<file path="config.mk">
export PLATFORM = sky130hd
export DESIGN_NAME = i2c_master_byte_engine_top
export DESIGN_NICKNAME = d
export VERILOG_FILES = /design/src/rtl/i2cm_pkg.sv /design/src/rtl/i2cm_fifo.sv /design/src/rtl/i2cm_engine.sv /design/src/rtl/i2c_master_byte_engine_top.sv
export SDC_FILE = /design/constraint.sdc
export NUM_CORES = 1
export LEC_CHECK = 0
export BUFFER_PORTS_ARGS = -buffer_cell sky130_fd_sc_hd__buf_2
export CAP_MARGIN = 20
export CORE_AREA = 5 5 148 150
export DETAILED_ROUTE_END_ITERATION = 10
export DIE_AREA = 0 0 153 155
export MAX_ROUTING_LAYER = met4
export PLACE_DENSITY = 0.73
export SLEW_MARGIN = 30
export SYNTH_ARGS = -nofsm -noshare
export SYNTH_HDL_FRONTEND = slang
export SYNTH_SLANG_ARGS = --single-unit
</file>
<file path="constraint.sdc">
create_clock -name clk -period 7.6 [get_ports clk]
set_input_delay 0.76 -clock clk [delete_from_list [all_inputs] [get_ports clk]]
set_output_delay 0.76 -clock clk [all_outputs]
set_load 0.01 [all_outputs]
</file>
<file path="src/rtl/i2cm_pkg.sv">
package i2cm_pkg;

	localparam int RECOVERY_PULSES = 9;

	localparam logic [15:0] HALF_PERIOD_RESET = 16'd100;
	localparam logic [15:0] STRETCH_RESET     = 16'd1000;

	typedef enum logic [2:0] {
		OP_NONE  = 3'd0,
		OP_START = 3'd1,
		OP_WRITE = 3'd2,
		OP_RDACK = 3'd3,
		OP_RDNAK = 3'd4,
		OP_STOP  = 3'd5,
		OP_RECOV = 3'd6,
		OP_RSVD  = 3'd7
	} opcode_t;

	localparam logic [1:0] ST_OK       = 2'd0;
	localparam logic [1:0] ST_START_NG = 2'd1;
	localparam logic [1:0] ST_NO_ACK   = 2'd2;

	localparam logic CFG_HALF    = 1'b0;
	localparam logic CFG_STRETCH = 1'b1;

	typedef struct packed {
		logic [2:0] opcode;
		logic [7:0] tx_byte;
		logic       sda_in;
		logic       scl_in;
	} in_item_t;

	typedef struct packed {
		logic       scl_drive_low;
		logic       sda_drive_low;
		logic       ready_res;
		logic       done_res;
		logic [7:0] rx_byte;
		logic [1:0] status;
	} out_item_t;

endpackage

</file>
<file path="src/rtl/i2cm_fifo.sv">
module i2cm_fifo
	import i2cm_pkg::*;
(
	input  logic      clk,
	input  logic      arst_n,
	input  logic      push,
	input  in_item_t  push_data,
	output logic      full,
	input  logic      pop,
	output logic      not_empty,
	output in_item_t  pop_data
);

	in_item_t   mem_q [2];
	logic       wr_q, rd_q;
	logic [1:0] cnt_q;

	assign full      = (cnt_q == 2'd2);
	assign not_empty = (cnt_q != 2'd0);
	assign pop_data  = mem_q[rd_q];

	// store and advance pointers
	always_ff @(posedge clk or negedge arst_n) begin
		if (!arst_n) begin
			wr_q  <= 1'b0;
			rd_q  <= 1'b0;
			cnt_q <= 2'd0;
		end else begin
			if (push) begin
				wr_q <= ~wr_q;
			end
			if (pop) begin
				rd_q <= ~rd_q;
			end
			cnt_q <= cnt_q + {1'b0, push} - {1'b0, pop};
		end
	end

	always_ff @(posedge clk) begin
		if (push) begin
			mem_q[wr_q] <= push_data;
		end
	end

endmodule

</file>
<file path="src/rtl/i2cm_engine.sv">
module i2cm_engine
	import i2cm_pkg::*;
(
	input  logic      clk,
	input  logic      arst_n,
	input  logic      step,
	input  in_item_t  item,
	input  logic [15:0] half_ticks,
	input  logic [15:0] stretch_lim,
	output out_item_t res
);

	typedef enum logic [4:0] {
		P_IDLE, P_ST_SDA, P_ST_SCL, P_ST_WAIT, P_ST_CHK,
		P_WR_LOW, P_WR_DATA, P_WR_HIGH, P_WR_WAIT, P_WR_ACKL, P_WR_ACKL2,
		P_WR_REL, P_WR_ACKW, P_WR_CLKW, P_WR_LAST,
		P_RD_LOW, P_RD_WAIT, P_RD_SAMP, P_AK_LOW, P_AK_DATA, P_AK_WAIT, P_AK_LOW2,
		P_SP_LOW, P_SP_SDA, P_SP_WAIT, P_SP_SDAH,
		P_RC_REL, P_RC_CHK, P_RC_LOW, P_RC_HIGH, P_FIN
	} phase_t;

	phase_t      phase_q, ph;
	logic [3:0]  bit_q, bc;
	logic [7:0]  shift_q, sh, rx_q, rx;
	logic [15:0] delay_q, dl, wait_q, wt;
	logic [1:0]  stat_q, stt;
	logic        scl_q, sda_q, ack_q, scl, sda, ack, done;
	logic        run, go;
	logic        s_sda, s_scl;

	assign s_sda = item.sda_in;
	assign s_scl = item.scl_in;

	// one tick of the phase sequencer; chained phases fall through once
	always_comb begin
		ph = phase_q; bc = bit_q; sh = shift_q; rx = rx_q; dl = delay_q;
		wt = wait_q; stt = stat_q; scl = scl_q; sda = sda_q; ack = ack_q;
		done = 1'b0; run = 1'b0;
		if (phase_q == P_IDLE) begin
			wt = '0; dl = '0; run = 1'b1;
			case (opcode_t'(item.opcode))
				OP_START: ph = P_ST_SDA;
				OP_WRITE: begin sh = item.tx_byte; bc = '0; ph = P_WR_LOW; end
				OP_RDACK, OP_RDNAK: begin
					sda = 1'b0; sh = '0; bc = '0;
					ack = (item.opcode == OP_RDACK); ph = P_RD_LOW;
				end
				OP_STOP:  ph = P_SP_LOW;
				OP_RECOV: ph = P_RC_REL;
				default:  run = 1'b0;
			endcase
		end else if (delay_q != 16'd0) begin
			dl = delay_q - 16'd1;
		end else begin
			run = 1'b1;
		end
		for (int g = 0; g < 2; g++) begin
			go = run;
			run = 1'b0;
			if (go) begin
				unique case (ph)
					P_ST_SDA: begin sda = 1'b0; dl = half_ticks; ph = P_ST_SCL; end
					P_ST_SCL: begin scl = 1'b0; dl = half_ticks; ph = P_ST_WAIT; end
					P_ST_WAIT, P_WR_WAIT, P_WR_CLKW, P_RD_WAIT, P_AK_WAIT,
					P_SP_WAIT: begin
						if (scl) begin
							scl = 1'b0; dl = '0;
						end else if (!s_scl && wt < stretch_lim) begin
							wt = wt + 16'd1; dl = half_ticks;
						end else begin
							dl = half_ticks;
							case (ph)
								P_ST_WAIT: begin
									if (!s_sda) begin
										stt = ST_START_NG; ph = P_IDLE; dl = '0;
										done = 1'b1;
									end else begin
										sda = 1'b1; ph = P_ST_CHK;
									end
								end
								P_WR_WAIT: begin
									sh = {sh[6:0], 1'b0}; bc = bc + 4'd1;
									ph = (bc < 4'd8) ? P_WR_LOW : P_WR_ACKL;
								end
								P_WR_CLKW: ph = P_WR_LAST;
								P_RD_WAIT: ph = P_RD_SAMP;
								P_AK_WAIT: ph = P_AK_LOW2;
								default:   ph = P_SP_SDAH;
							endcase
						end
					end
					P_ST_CHK: begin
						if (s_sda) begin
							stt = ST_START_NG; ph = P_IDLE; dl = '0; done = 1'b1;
						end else begin
							scl = 1'b1; dl = half_ticks; ph = P_FIN;
						end
					end
					P_WR_LOW: begin scl = 1'b1; dl = half_ticks; ph = P_WR_DATA; end
					P_WR_DATA: begin sda = ~sh[7]; dl = half_ticks; ph = P_WR_HIGH; end
					P_WR_HIGH: begin scl = 1'b0; dl = half_ticks; ph = P_WR_WAIT; end
					P_WR_ACKL: begin
						scl = 1'b1; wt = '0; dl = half_ticks; ph = P_WR_ACKL2;
					end
					P_WR_ACKL2: begin scl = 1'b1; dl = half_ticks; ph = P_WR_REL; end
					P_WR_REL: begin sda = 1'b0; dl = half_ticks; ph = P_WR_ACKW; end
					P_WR_ACKW: begin
						if (s_sda) begin
							if (wt < stretch_lim) begin
								wt = wt + 16'd1; dl = half_ticks;
							end else begin
								stt = ST_NO_ACK; ph = P_IDLE; dl = '0; done = 1'b1;
							end
						end else begin
							ph = P_WR_CLKW; run = 1'b1;
						end
					end
					P_WR_LAST: begin
						scl = 1'b1; stt = ST_OK; ph = P_IDLE; dl = '0; done = 1'b1;
					end
					P_RD_LOW: begin scl = 1'b1; dl = half_ticks; ph = P_RD_WAIT; end
					P_RD_SAMP: begin
						sh = {sh[6:0], s_sda}; bc = bc + 4'd1;
						ph = (bc < 4'd8) ? P_RD_LOW : P_AK_LOW; run = 1'b1;
					end
					P_AK_LOW: begin
						rx = sh; scl = 1'b1; wt = '0; dl = half_ticks; ph = P_AK_DATA;
					end
					P_AK_DATA: begin sda = ack; dl = half_ticks; ph = P_AK_WAIT; end
					P_AK_LOW2: begin scl = 1'b1; dl = half_ticks; ph = P_FIN; end
					P_SP_LOW: begin scl = 1'b1; dl = half_ticks; ph = P_SP_SDA; end
					P_SP_SDA: begin sda = 1'b1; dl = half_ticks; ph = P_SP_WAIT; end
					P_SP_SDAH: begin sda = 1'b0; dl = half_ticks; ph = P_FIN; end
					P_RC_REL: begin sda = 1'b0; dl = half_ticks; ph = P_RC_CHK; end
					P_RC_CHK: begin
						if (s_sda) begin
							scl = 1'b0; stt = ST_OK; ph = P_IDLE; dl = '0; done = 1'b1;
						end else begin
							bc = '0; ph = P_RC_LOW; run = 1'b1;
						end
					end
					P_RC_LOW: begin scl = 1'b1; dl = half_ticks; ph = P_RC_HIGH; end
					P_RC_HIGH: begin
						scl = 1'b0; dl = half_ticks;
						if ({1'b0, bc} + 5'd1 >= 5'(RECOVERY_PULSES)) begin
							ph = P_FIN;
						end else begin
							bc = bc + 4'd1; ph = P_RC_LOW;
						end
					end
					P_FIN: begin stt = ST_OK; ph = P_IDLE; dl = '0; done = 1'b1; end
					default: ph = P_IDLE;
				endcase
			end
		end
	end

	// commit state and registered result on each step
	always_ff @(posedge clk or negedge arst_n) begin
		if (!arst_n) begin
			phase_q <= P_IDLE;
			bit_q   <= '0;
			shift_q <= '0;
			delay_q <= '0;
			wait_q  <= '0;
			stat_q  <= ST_OK;
			scl_q   <= 1'b0;
			sda_q   <= 1'b0;
			rx_q    <= '0;
			ack_q   <= 1'b1;
			res     <= '0;
		end else if (step) begin
			phase_q <= ph;
			bit_q   <= bc;
			shift_q <= sh;
			delay_q <= dl;
			wait_q  <= wt;
			stat_q  <= stt;
			scl_q   <= scl;
			sda_q   <= sda;
			rx_q    <= rx;
			ack_q   <= ack;
			res     <= '{scl_drive_low: scl, sda_drive_low: sda,
			             ready_res: (ph == P_IDLE), done_res: done,
			             rx_byte: rx, status: stt};
		end
	end

endmodule

</file>
<file path="src/rtl/i2c_master_byte_engine_top.sv">
// I2C master byte engine: one result per accepted tick item.
// Path from input transfer to result: two-entry queue, then the registered sequencer step.
// Throughput: one tick item per cycle while the result output is not stalled.
// Reset (arst_n low, asynchronous): engine idle, lines released, status ok,
// half period 100 and stretch timeout 1000.
module i2c_master_byte_engine_top
	import i2cm_pkg::*;
(
	input  logic        clk,
	input  logic        arst_n,
	input  logic        in_valid,
	output logic        in_stall,
	input  in_item_t    in_data,
	output logic        out_valid,
	input  logic        out_stall,
	output out_item_t   out_data,
	input  logic        cfg_valid,
	output logic        cfg_ready,
	input  logic        cfg_index,
	input  logic [15:0] cfg_data
);

	logic        full, nempty, pop, step;
	in_item_t    head;
	out_item_t   res;
	logic        res_v_q;
	logic [15:0] half_q, stretch_q;

	assign in_stall  = full;
	assign cfg_ready = 1'b1;

	i2cm_fifo u_fifo (
		.clk, .arst_n,
		.push(in_valid && !full), .push_data(in_data), .full,
		.pop, .not_empty(nempty), .pop_data(head)
	);

	// step when an item is queued and the result slot is free or frees up this cycle
	assign step = nempty && (!res_v_q || !out_stall);
	assign pop  = step;

	i2cm_engine u_eng (
		.clk, .arst_n, .step, .item(head),
		.half_ticks(half_q), .stretch_lim(stretch_q), .res
	);

	assign out_valid = res_v_q;
	assign out_data  = res;

	// hold result valid until transferred
	always_ff @(posedge clk or negedge arst_n) begin
		if (!arst_n) begin
			res_v_q   <= 1'b0;
			half_q    <= HALF_PERIOD_RESET;
			stretch_q <= STRETCH_RESET;
		end else begin
			if (step) begin
				res_v_q <= 1'b1;
			end else if (!out_stall) begin
				res_v_q <= 1'b0;
			end
			if (cfg_valid) begin
				case (cfg_index)
					CFG_HALF:    half_q    <= cfg_data;
					default:     stretch_q <= cfg_data;
				endcase
			end
		end
	end

endmodule

</file>
==> results of run 1 <==
metal layers:
layer  share of wire [%]  wire [um]
met5                   0          0
met4                 3.3       1100
met3                 8.8       2890
met2                  45      14700
met1                  43      14200
cell type report:
cell class | count | area, sq um | area share [%]
multi-input cells | 936 | 6240 | 55.9
flip-flops and latches | 127 | 3320 | 29.7
repair buffers | 79 | 470 | 4.21
clock buffers | 18 | 429 | 3.84
well taps | 275 | 344 | 3.08
inverters | 55 | 206 | 1.85
clock inverters | 14 | 146 | 1.31
synth_stat cells, drive strengths merged, types with 12 or more instances:
| master | instances |
|---|---|
| a211oi | 15 |
| a21oi | 88 |
| a221oi | 13 |
| a22oi | 25 |
| a31oi | 22 |
| and2 | 16 |
| and3 | 12 |
| buf | 27 |
| clkbuf | 41 |
| dfrtp | 91 |
| edfxtp | 26 |
| ha | 36 |
| inv | 54 |
| mux2 | 48 |
| mux2i | 16 |
| nand2 | 132 |
| nand3 | 37 |
| nand4 | 16 |
| nor2 | 91 |
| nor2b | 13 |
| nor3 | 47 |
| nor4 | 12 |
| o211ai | 20 |
| o21ai | 98 |
| o31ai | 13 |
| or3 | 14 |
| xnor2 | 16 |
per-stage QoR:
| stage | hold WS (ns) | util [%] | setup slack [ns] | power (W) | instances |
|---|---|---|---|---|---|
| 6_report | 0.324 | 54.3 | 0.536 | 0.00435 | 1504 |
| 5_1_grt | 0.374 | 54.3 | 0.00267 | 0.00464 | 1504 |
| 4_1_cts | 0.343 | 54.1 | 0.159 | 0.00428 | 1504 |
| 3_5_place_dp | 0.471 | 51.3 | 0.156 | 0.00345 | 1472 |
| 3_3_place_gp | 0.461 | 51.2 | 0.476 | 0.00343 | 1472 |
| 2_1_floorplan | 0.449 | - | 0.923 | 0.00278 | 1186 |
report_power, final:
group          total, W  internal [W]  leakage [nW]  switching [W]
clock          0.000816      0.000463         0.277       0.000354
sequential      0.00107      0.000886          1.48       0.000186
combinational   0.00247      0.000851          2.72        0.00162
total           0.00435       0.00220          4.48        0.00216
kinds of logic after synthesis:
logic type / share of synthesized area (%)
AND/OR/NAND/NOR: 20.7
XOR/XNOR: 1.83
multiplexers: 7.38
buffers and inverters: 5.43
AO/OA/AOI/OAI: 27.0
flip-flops: 33.0
adder cells (fa/ha/maj): 4.48
other: 0.0373
cells in the final DEF (no fill, tap or decap), drive strengths merged, types with 22 or more instances in the layout:
| master | n |
|---|---|
| ha | 36 |
| a31oi | 22 |
| o21ai | 98 |
| a21oi | 88 |
| nor3 | 47 |
| mux2 | 48 |
| nand3 | 37 |
| edfxtp | 26 |
| nor2 | 91 |
| buf | 79 |
| inv | 62 |
| a22oi | 25 |
| dfrtp | 91 |
| nand2 | 132 |
worst max-delay path: cells and delay by family (launching register included):
| kind | cells | cell delay (ns) |
|---|---|---|
| AOI/OAI and AO/OA | 12 | 3.04 |
| and+or+nand+nor | 10 | 2.22 |
| buffers and inverters | 4 | 0.69 |
| adders and majority gates | 2 | 0.50 |
| DFF | 1 | 0.49 |
state kept, by name, indices dropped and copies added (netlist names), 5 cells and up:
signal         flops
half_q            16
stretch_q         16
u_eng.delay_q     16
u_eng.phase_q      5
u_eng.res         13
u_eng.shift_q      8
u_eng.wait_q      16
u_fifo.mem_q      26
worst max-delay path by stage:
stage	cells past startpoint	to	slack, ns
floorplan	31	u_eng.delay_q[0]$_DFFE_PN0P_	0.92
global placement	28	u_eng.delay_q[0]$_DFFE_PN0P_	0.48
detailed placement	28	u_eng.delay_q[0]$_DFFE_PN0P_	0.16
CTS	28	u_eng.delay_q[4]$_DFFE_PN0P_	0.16
global route	29	u_eng.delay_q[0]$_DFFE_PN0P_	0.003
finish	28	u_eng.delay_q[4]$_DFFE_PN0P_	0.54
==> results.json, run 1 <==
{
  "synthArstFlopShare_pct": 79.5,
  "io_pins": 52,
  "synth_ff_type": "dfrtp_1",
  "placementRows": 53,
  "period_minus_slack_ns": 7.06,
  "fillers": 2002,
  "final_antenna_net_count": 0,
  "cellPowerDensity_nw_per_um2": 390,
  "antenna_found_initial": 0,
  "start_util_pct": 48.9,
  "routed_via_density": 6.62,
  "r2r-end": "u_eng.delay_q[4]$_DFFE_PN0P_",
  "syn_inst": 1186,
  "post_dp_cell_area_sq_um": 10500,
  "finalCritPeriodShare_pct": 93.0,
  "grt-busiest-layer": "met2",
  "met3_usage_pct": 4.70,
  "areaGrowthSynthToFinish_pct": 11.1,
  "htreeDepth": 4,
  "first_iter_violations": 1246,
  "cp_max_fo": 20,
  "cts.sink_count": 127,
  "rsz0062_at_grt": "no",
  "tritoncts": "built",
  "cp-end-kind": "flip-flop",
  "crit_arrival_ns": 7.37,
  "fp.dieW_um": 153,
  "path_common_cell": "nand2_1",
  "seq_area_frac_synth_pct": 33.0,
  "grt_max_degree": 68,
  "clkLatencyLatePin_ns": 0.43,
  "fin_nets": 1287,
  "syn_nets": 1257,
  "relSlewSlack_pct": 39.3,
  "reg2reg_slack_ns": 0.54,
  "crit_path_start_kind": "flip-flop",
  "cts_buffers": 17,
  "grt_pass1_vias": 9481,
  "leakage_nw": 4.48,
  "worstSetupPathType": "reg -> reg",
  "via_count": 9960,
  "die_h_um": 155,
  "cts_resized": 0,
  "fp.dieArea_sq_um": 23700,
  "ctsHoldBuffers": 0,
  "synth_edf_count": 26,
  "maxSlewViolCount": 0,
  "finalHoldViolCount": 0,
  "outcome": "finished, final reports clean",
  "grtUsageMet1_pct": 39.9,
  "ys_ff_latch": 127,
  "r2r_start": "u_eng.phase_q[2]$_DFFE_PN0P_",
  "grt_pass1_wl_um": 53000,
  "cp-startpoint": "u_eng.phase_q[2]$_DFFE_PN0P_",
  "worstPathRequired_ns": 7.90,
  "worst_pin_slew_ns": 0.905,
  "wire_per_inst_um": 21.9,
  "synth_warnings": 0,
  "slowest_delay_ns": 0.51,
  "synth.top_cell.area_share_pct": 22.7,
  "reg2regPathDepth": 28,
  "synth_area_leaders": "dfrtp_1 23%, edfxtp_1 7.8%, mux2_2 5.3%",
  "vdd_drop_max_v": 0.000270,
  "diodes": 0,
  "avgSynthCellArea_sq_um": 8.47,
  "gr-total-overflow": 0,
  "fin_skew_ns": 0.0211,
  "place.gp.congestion": 1.04,
  "synth_area_sq_um": 10000,
  "setup_tns_ns": 0,
  "portBuffers": 50,
  "drive_above_1_share_pct": 17.8,
  "slowest_stage": "or4_4",
  "core_area_sq_um": 20600,
  "cts_root_buf": "clkbuf_16",
  "cts_buffer_depth": 2,
  "cts_setup_buffers": 0,
  "grtUsageTotal_pct": 28.4,
  "clk_pin_slew_ns": 0.08,
  "routed_wl_um": 32900,
  "cap_violations": 0,
  "fmax_mhz": 142,
  "dpl.hpwl_um": 24200,
  "setup_viol": 0,
  "gr-usage-met2_pct": 41.6,
  "ys_types": 101,
  "drc_errors": 0,
  "design_area_sq_um": 11200,
  "first_pass_iters": 6,
  "hold_path.class": "in -> async",
  "yosysTopAreaCell": "dfrtp_1"
}
(Power assumes the default switching activity.)
==> run 2, diff against run 1 <==
Settings changed: SYNTH_HIERARCHICAL set to 1.
==> run 2 against run 1 <==
  * Setup slack worse by 0.11 ns
  * Synthesized cell count is 1.5% lower
  * Sequential power is 11% lower
  * Hold slack better by 0.042 ns
  * Fmax is 1.6% lower
  * Clock-buffer cell count is 2 higher
  * Die area stayed put
  * Non-clock buffer count is 6 higher
  * Combinational power is 28% lower
  * Clock skew is 0.0097 ns lower
  * Via count is 0.23% lower
  * Highest routed layer unchanged
  * Sequential share of layout area is 0.30 points lower
==> results.json, run 2 <==
{
  "outcome": "finished, final reports clean",
  "fp.dieArea_sq_um": 23700,
  "worstPathRequired_ns": 7.89,
  "wire_per_inst_um": 21.9,
  "synth_common_cells": "106 x nand2_1, 91 x dfrtp_1, 88 x nor2_1",
  "gr-total-overflow": 0,
  "clkPwrFrac_pct": 24.6,
  "design_area_sq_um": 11300,
  "regMostFlops": "u_fifo/mem_q",
  "first_pass_iters": 6,
  "tritoncts": "built",
  "setup_viol": 0,
  "fin_nets": 1273,
  "grt_pass1_wl_um": 51800,
  "p_switching_w": 0.00160,
  "seq_area_frac_synth_pct": 33.0,
  "setup_tns_ns": 0,
  "synth_ff_type": "dfrtp_1",
  "multi_input_area_sq_um": 6260,
  "synth_simple_gate_area_share_pct": 21.5,
  "synth_area_sq_um": 10100,
  "via_count": 9937,
  "worstSetupPathType": "reg -> reg",
  "cts_root_buf": "clkbuf_16",
  "avgSynthCellArea_sq_um": 8.61,
  "synth.area.mux_share_pct": 7.85,
  "drive_above_1_share_pct": 18.9,
  "fillers": 1914,
  "core_area_sq_um": 20600,
  "fin_skew_ns": 0.0114,
  "leakage_nw": 4.61,
  "p_comb_share_pct": 49.0,
  "start_util_pct": 48.9,
  "grtUsageTotal_pct": 27.9,
  "htreeDepth": 4,
  "portBuffers": 50,
  "synth-xor-area-share_pct": 1.89,
  "cts.sink_count": 127,
  "drc_errors": 0,
  "cp-end-kind": "flip-flop",
  "final_antenna_net_count": 0,
  "die_h_um": 155,
  "cp_max_fo": 14,
  "crit_arrival_ns": 7.46,
  "relSlewSlack_pct": 38.2,
  "syn_nets": 1239,
  "period_minus_slack_ns": 7.18,
  "synthAdderAreaFrac_pct": 4.48,
  "clk_pin_slew_ns": 0.06,
  "syn_inst": 1168,
  "p_int_w": 0.00202,
  "grt_pass1_vias": 9375,
  "p_seq_share_pct": 26.4,
  "synth.top_cell.area_share_pct": 22.6,
  "clkLatencyLatePin_ns": 0.42,
  "antenna_found_initial": 0,
  "largest_reg_flops": 26,
  "seq_area_sq_um": 3320,
  "synth_compound_area_share_pct": 26.1,
  "final_common_cell": "nand2_1",
  "cts_buffers": 17,
  "fmax_mhz": 139,
  "place.gp.congestion": 1.02,
  "vdd_drop_max_v": 0.000160,
  "synthArstFlopShare_pct": 79.5,
  "routed_via_density": 6.67,
  "maxSlewViolCount": 0,
  "ys_ff_latch": 127,
  "cts_buffer_depth": 2,
  "diodes": 0,
  "synth.most_common_cell": "nand2_1",
  "fp.dieW_um": 153,
  "mostFrequentLayoutCells": "105 x nand2_1, 91 x dfrtp_1, 87 x nor2_1, 79 x o21ai_0, 52 x inv_1",
  "synth_top_family_by_area": "compound AO/OA/AOI/OAI gates",
  "dpl.hpwl_um": 24100,
  "areaGrowthSynthToFinish_pct": 12.1,
  "cellPowerDensity_nw_per_um2": 321,
  "worst_pin_slew_ns": 0.920,
  "p_sw_share_pct": 44.3,
  "finalHoldViolCount": 0,
  "rsz0062_at_grt": "no",
  "cap_violations": 0,
  "reg2reg_slack_ns": 0.42,
  "ys_types": 103,
  "finalCritPeriodShare_pct": 94.5,
  "io_pins": 52,
  "routed_wl_um": 32600,
  "synth_edf_count": 26,
  "placementRows": 53,
  "post_dp_cell_area_sq_um": 10600,
  "first_iter_violations": 1329,
  "hold_path.class": "in -> async",
  "grt_max_degree": 70,
  "synth_area_leaders": "dfrtp_1 23%, edfxtp_1 7.8%, mux2_2 5.3%",
  "crit_path_start_kind": "flip-flop",
  "yosysTopAreaCell": "dfrtp_1",
  "synth_warnings": 6
}
[run 2: cell count changes in the layout (fill, tap and decap cells not counted), moves of 6 or more]
cell       change
nand2_1       -26
mux2_4         +9
or2_2          +7
a21oi_1       -36
nand3b_1       +7
a2bb2oi_1      +9
nor3_2         -6
xnor2_1        -6
nor4_1         +8
[run 2: cell families after synthesis]
kind of cell,Yosys count
and+or+nand+nor,420
AOI/OAI and AO/OA,373
DFF,127
buffers and inverters,123
muxes,68
adders and majority gates,36
xor gates and xnor gates,20
other,1
[run 2: area by class of cell]
class / count / share of cell area (%)
Multi-Input combinational cell: 918 / 55.5
Sequential cell: 127 / 29.4
Timing Repair Buffer: 85 / 4.55
Clock buffer: 20 / 4.05
Tap cell: 275 / 3.05
Inverter: 53 / 1.76
Clock inverter: 12 / 1.61
[run 2: power by group through the flow]
stage	Sequential, W	Clock [W]	Combinational (W)
2_1_floorplan	0.000919	0	0.00126
3_3_place_gp	0.000958	0	0.00171
3_5_place_dp	0.000963	0	0.00170
4_1_cts	0.000952	0.000903	0.00172
5_1_grt	0.000972	0.000935	0.00192
6_report	0.000956	0.000889	0.00178
[run 2: final timing paths]
path	cells past startpoint	to	startpoint
hold / removal	1	u_eng/delay_q[2]$_DFFE_PN0P_	arst_n
max in group asynchronous	2	u_eng/bit_q[1]$_DFFE_PN0P_	arst_n
hold reg to reg	1	u_fifo/wr_q$_DFFE_PN0P_	u_fifo/wr_q$_DFFE_PN0P_
setup / recovery	24	u_eng/delay_q[12]$_DFFE_PN0P_	u_eng/phase_q[0]$_DFFE_PN0P_
setup reg to reg	24	u_eng/delay_q[12]$_DFFE_PN0P_	u_eng/phase_q[0]$_DFFE_PN0P_
min in group clk	1	u_fifo/wr_q$_DFFE_PN0P_	u_fifo/wr_q$_DFFE_PN0P_
[run 2: through the flow]
step	power (W)	std cells	setup slack (ns)	util, %	hold WS (ns)
after CTS	0.00357	1489	0.326	54.7	0.382
after detailed placement	0.00267	1457	0.407	51.6	0.493
after floorplan	0.00218	1168	0.413	-	0.455
after global routing	0.00382	1490	0.0143	54.9	0.422
final	0.00362	1490	0.422	54.9	0.366
after global placement	0.00267	1457	0.481	51.6	0.471
[run 2: timing repair]
action,4_1_cts,5_1_grt
hold buffers,0,0
buffers inserted,0,0
setup endpoints to repair,0,25
endpoints found under the hold margin,0,0
gates resized for setup,0,5
[run 2: worst max-delay path, cell delays in order, from the launching register on]
cell	delay [ns]
dfrtp_1	0.41
nor3_1	0.36
nand2_2	0.28
and2_1	0.30
ha_1	0.32
nand4_1	0.16
or4_1	0.55
a311o_1	0.39
and4_1	0.23
o22ai_1	0.35
nor2_2	0.13
o21ai_1	0.45
ha_1	0.24
a21o_1	0.10
a21o_1	0.10
a2111oi_0	0.11
o21a_1	0.22
a2111oi_0	0.51
o311a_1	0.36
nor2_1	0.14
o41a_1	0.44
o31ai_1	0.11
a31oi_1	0.28
nor2_2	0.38
o21ai_1	0.13
[run 2: per-layer routing]
| metal | GRT usage, % | vias to the layer above | share of wire [%] |
|---|---|---|---|
| met3 | 4.39 | 88 | 7.7 |
| met1 | 38.1 | 4812 | 44 |
| met2 | 41.7 | 531 | 45 |
| li1 | - | 4506 | - |
| met5 | - | - | 0 |
| met4 | 11.4 | 0 | 3.7 |
==> run 3, diff against run 2 <==
Settings changed: CORE_AREA 5 5 148 150 to 4 4 147 149, DIE_AREA 0 0 153 155 to 0 0 151 153.
==> run 3 against run 2 <==
  * Hold slack got worse by 0.10 ns
  * Highest routed layer unchanged
  * Clock skew rose by 0.0019 ns
  * Global-route usage rose by 0.29 points
  * Wire length decreased by 3.0%
  * Via count shrank 0.21%
  * Critical path type unchanged
  * Sequential cell count did not move
  * Clock power down 4.2%
  * Total power is 1.2% lower
  * Critical endpoint is now u_eng/wait_q[7]$_DFFE_PN0P_
  * Die area fell by 2.6%
==> results.json, run 3 (synthesized netlist as in run 2, its figures left out) <==
{
  "final_common_cell": "nand2_1",
  "hold_path.class": "in -> async",
  "gr-total-overflow": 0,
  "maxSlewViolCount": 0,
  "start_util_pct": 49.9,
  "clkLatencyLatePin_ns": 0.43,
  "cp-end-kind": "flip-flop",
  "finalHoldViolCount": 0,
  "finalCritPeriodShare_pct": 95.6,
  "fmax_mhz": 138,
  "cellPowerDensity_nw_per_um2": 318,
  "p_sw_share_pct": 45.1,
  "grtUsageTotal_pct": 28.2,
  "tritoncts": "built",
  "finalPower_w": 0.00358,
  "grt_pass1_vias": 9313,
  "largest_reg_flops": 26,
  "ctsHoldBuffers": 0,
  "vdd_drop_max_v": 0.000223,
  "worstSetupPathType": "reg -> reg",
  "fin_nets": 1268,
  "cts_buffers": 17,
  "io_pins": 52,
  "clkPwrFrac_pct": 23.8,
  "first_iter_violations": 1301,
  "p_seq_share_pct": 26.7,
  "cap_violations": 0,
  "setup_viol": 0,
  "grt_max_degree": 73,
  "htreeDepth": 4,
  "fp.dieW_um": 151,
  "cts_root_buf": "clkbuf_16",
  "first_pass_iters": 6,
  "period_minus_slack_ns": 7.27,
  "p_int_w": 0.00196,
  "grt_pass1_wl_um": 50800,
  "core_area_sq_um": 20200,
  "regMostFlops": "u_fifo/mem_q",
  "cp_max_fo": 11,
  "drive_above_1_share_pct": 18.7,
  "routed_wl_um": 31600,
  "fillers": 1819,
  "drc_errors": 0,
  "fin_skew_ns": 0.0132,
  "rsz0062_at_grt": "no",
  "p_switching_w": 0.00161,
  "p_comb_share_pct": 49.5,
  "final_antenna_net_count": 0,
  "wire_per_inst_um": 21.4,
  "cts.sink_count": 127,
  "place.gp.congestion": 1.02,
  "antenna_found_initial": 1,
  "die_h_um": 153,
  "areaGrowthSynthToFinish_pct": 11.7,
  "mostFrequentLayoutCells": "104 x nand2_1, 91 x dfrtp_1, 87 x nor2_1, 77 x o21ai_0, 52 x inv_1",
  "fp.dieArea_sq_um": 23100,
  "cts_resized": 0,
  "worstPathRequired_ns": 7.95,
  "setup_tns_ns": 0,
  "placementRows": 52,
  "crit_arrival_ns": 7.61,
  "clk_pin_slew_ns": 0.06,
  "cts_buffer_depth": 2,
  "portBuffers": 50,
  "worst_pin_slew_ns": 0.941,
  "dpl.hpwl_um": 22800,
  "outcome": "finished, final reports clean",
  "cts_setup_buffers": 0,
  "via_count": 9916,
  "relSlewSlack_pct": 36.5,
  "routed_via_density": 6.70,
  "leakage_nw": 4.58,
  "crit_path_start_kind": "flip-flop"
}
==> run 3: cell types whose count changed in the layout (fill, tap and decap cells not counted), sizes merged <==
cell	previous run	this run
buf	85	80
bufinv	4	2
clkbuf	20	19
clkinv	3	4
diode	0	1
inv	56	58
==> run 3: worst paths after layout <==
path	startpoint	end	slack (ns)	depth (start not counted)
max	u_eng/phase_q[2]$_DFFE_PN0P_	u_eng/wait_q[7]$_DFFE_PN0P_	0.33	24
min	arst_n	half_q[8]$_DFFE_PN0P_	0.26	1
max reg2reg	u_eng/phase_q[2]$_DFFE_PN0P_	u_eng/wait_q[7]$_DFFE_PN0P_	0.33	24
min reg2reg	u_eng/delay_q[5]$_DFFE_PN0P_	u_eng/delay_q[5]$_DFFE_PN0P_	0.49	2
max in group asynchronous	arst_n	u_eng/shift_q[7]$_DFFE_PN0P_	6.30	2
min in group clk	u_eng/delay_q[5]$_DFFE_PN0P_	u_eng/delay_q[5]$_DFFE_PN0P_	0.49	2
==> run 3: cell type report <==
type	count	area [sq um]	share of cell area (%)
clock buffers	19	464	4.13
well taps	270	338	3.01
clock inverters	13	149	1.33
inverters	53	199	1.77
diodes	1	2.50	0.0223
flip-flops and latches	127	3320	29.6
multi-input cells	918	6280	55.9
repair buffers	80	485	4.32
==> run 3: per-layer routing <==
| metal | GRT usage [%] | share of wire (%) | routed length (um) |
|---|---|---|---|
| met2 | 41.2 | 45 | 14100 |
| met4 | 9.46 | 3.0 | 946 |
| met1 | 39.4 | 43 | 13800 |
| met5 | - | 0 | 0 |
| met3 | 5.39 | 9.0 | 2850 |
==> run 3: critical path, stage by stage (launching register included) <==
cell	delay, ns
dfrtp_1	0.42
or2_2	0.44
o21ai_0	0.38
inv_1	0.16
ha_1	0.30
nand4_1	0.15
or4_1	0.54
a311o_1	0.39
and4_1	0.24
o22ai_1	0.33
nor2_1	0.17
o22ai_1	0.26
ha_1	0.30
a21o_1	0.18
a21o_1	0.16
a2111oi_0	0.50
o21a_1	0.23
a2111oi_0	0.12
o311a_1	0.21
or2_2	0.33
nor4_1	0.70
buf_4	0.26
a21o_1	0.14
o21ai_0	0.10
a31oi_1	0.18
==> run 3: power groups by stage <==
stage	clock network [W]	logic [W]	registers, W
finish	0.000852	0.00177	0.000955
global route	0.000895	0.00191	0.000972
CTS	0.000862	0.00171	0.000952
floorplan	0	0.00126	0.000919
global placement	0	0.00168	0.000957
detailed placement	0	0.00169	0.000963
==> run 3: per-stage QoR <==
| stage | area [sq um] | setup slack [ns] | hold slack (ns) | cells | utilization [%] |
|---|---|---|---|---|---|
| global route | 11200 | 0.00663 | 0.284 | 1481 | 55.7 |
| finish | 11200 | 0.335 | 0.265 | 1481 | 55.7 |
| CTS | 11200 | 0.276 | 0.265 | 1480 | 55.5 |
| floorplan | 10100 | 0.413 | 0.455 | 1168 | - |
| global placement | 10600 | 0.535 | 0.469 | 1447 | 52.4 |
| detailed placement | 10600 | 0.396 | 0.482 | 1448 | 52.4 |
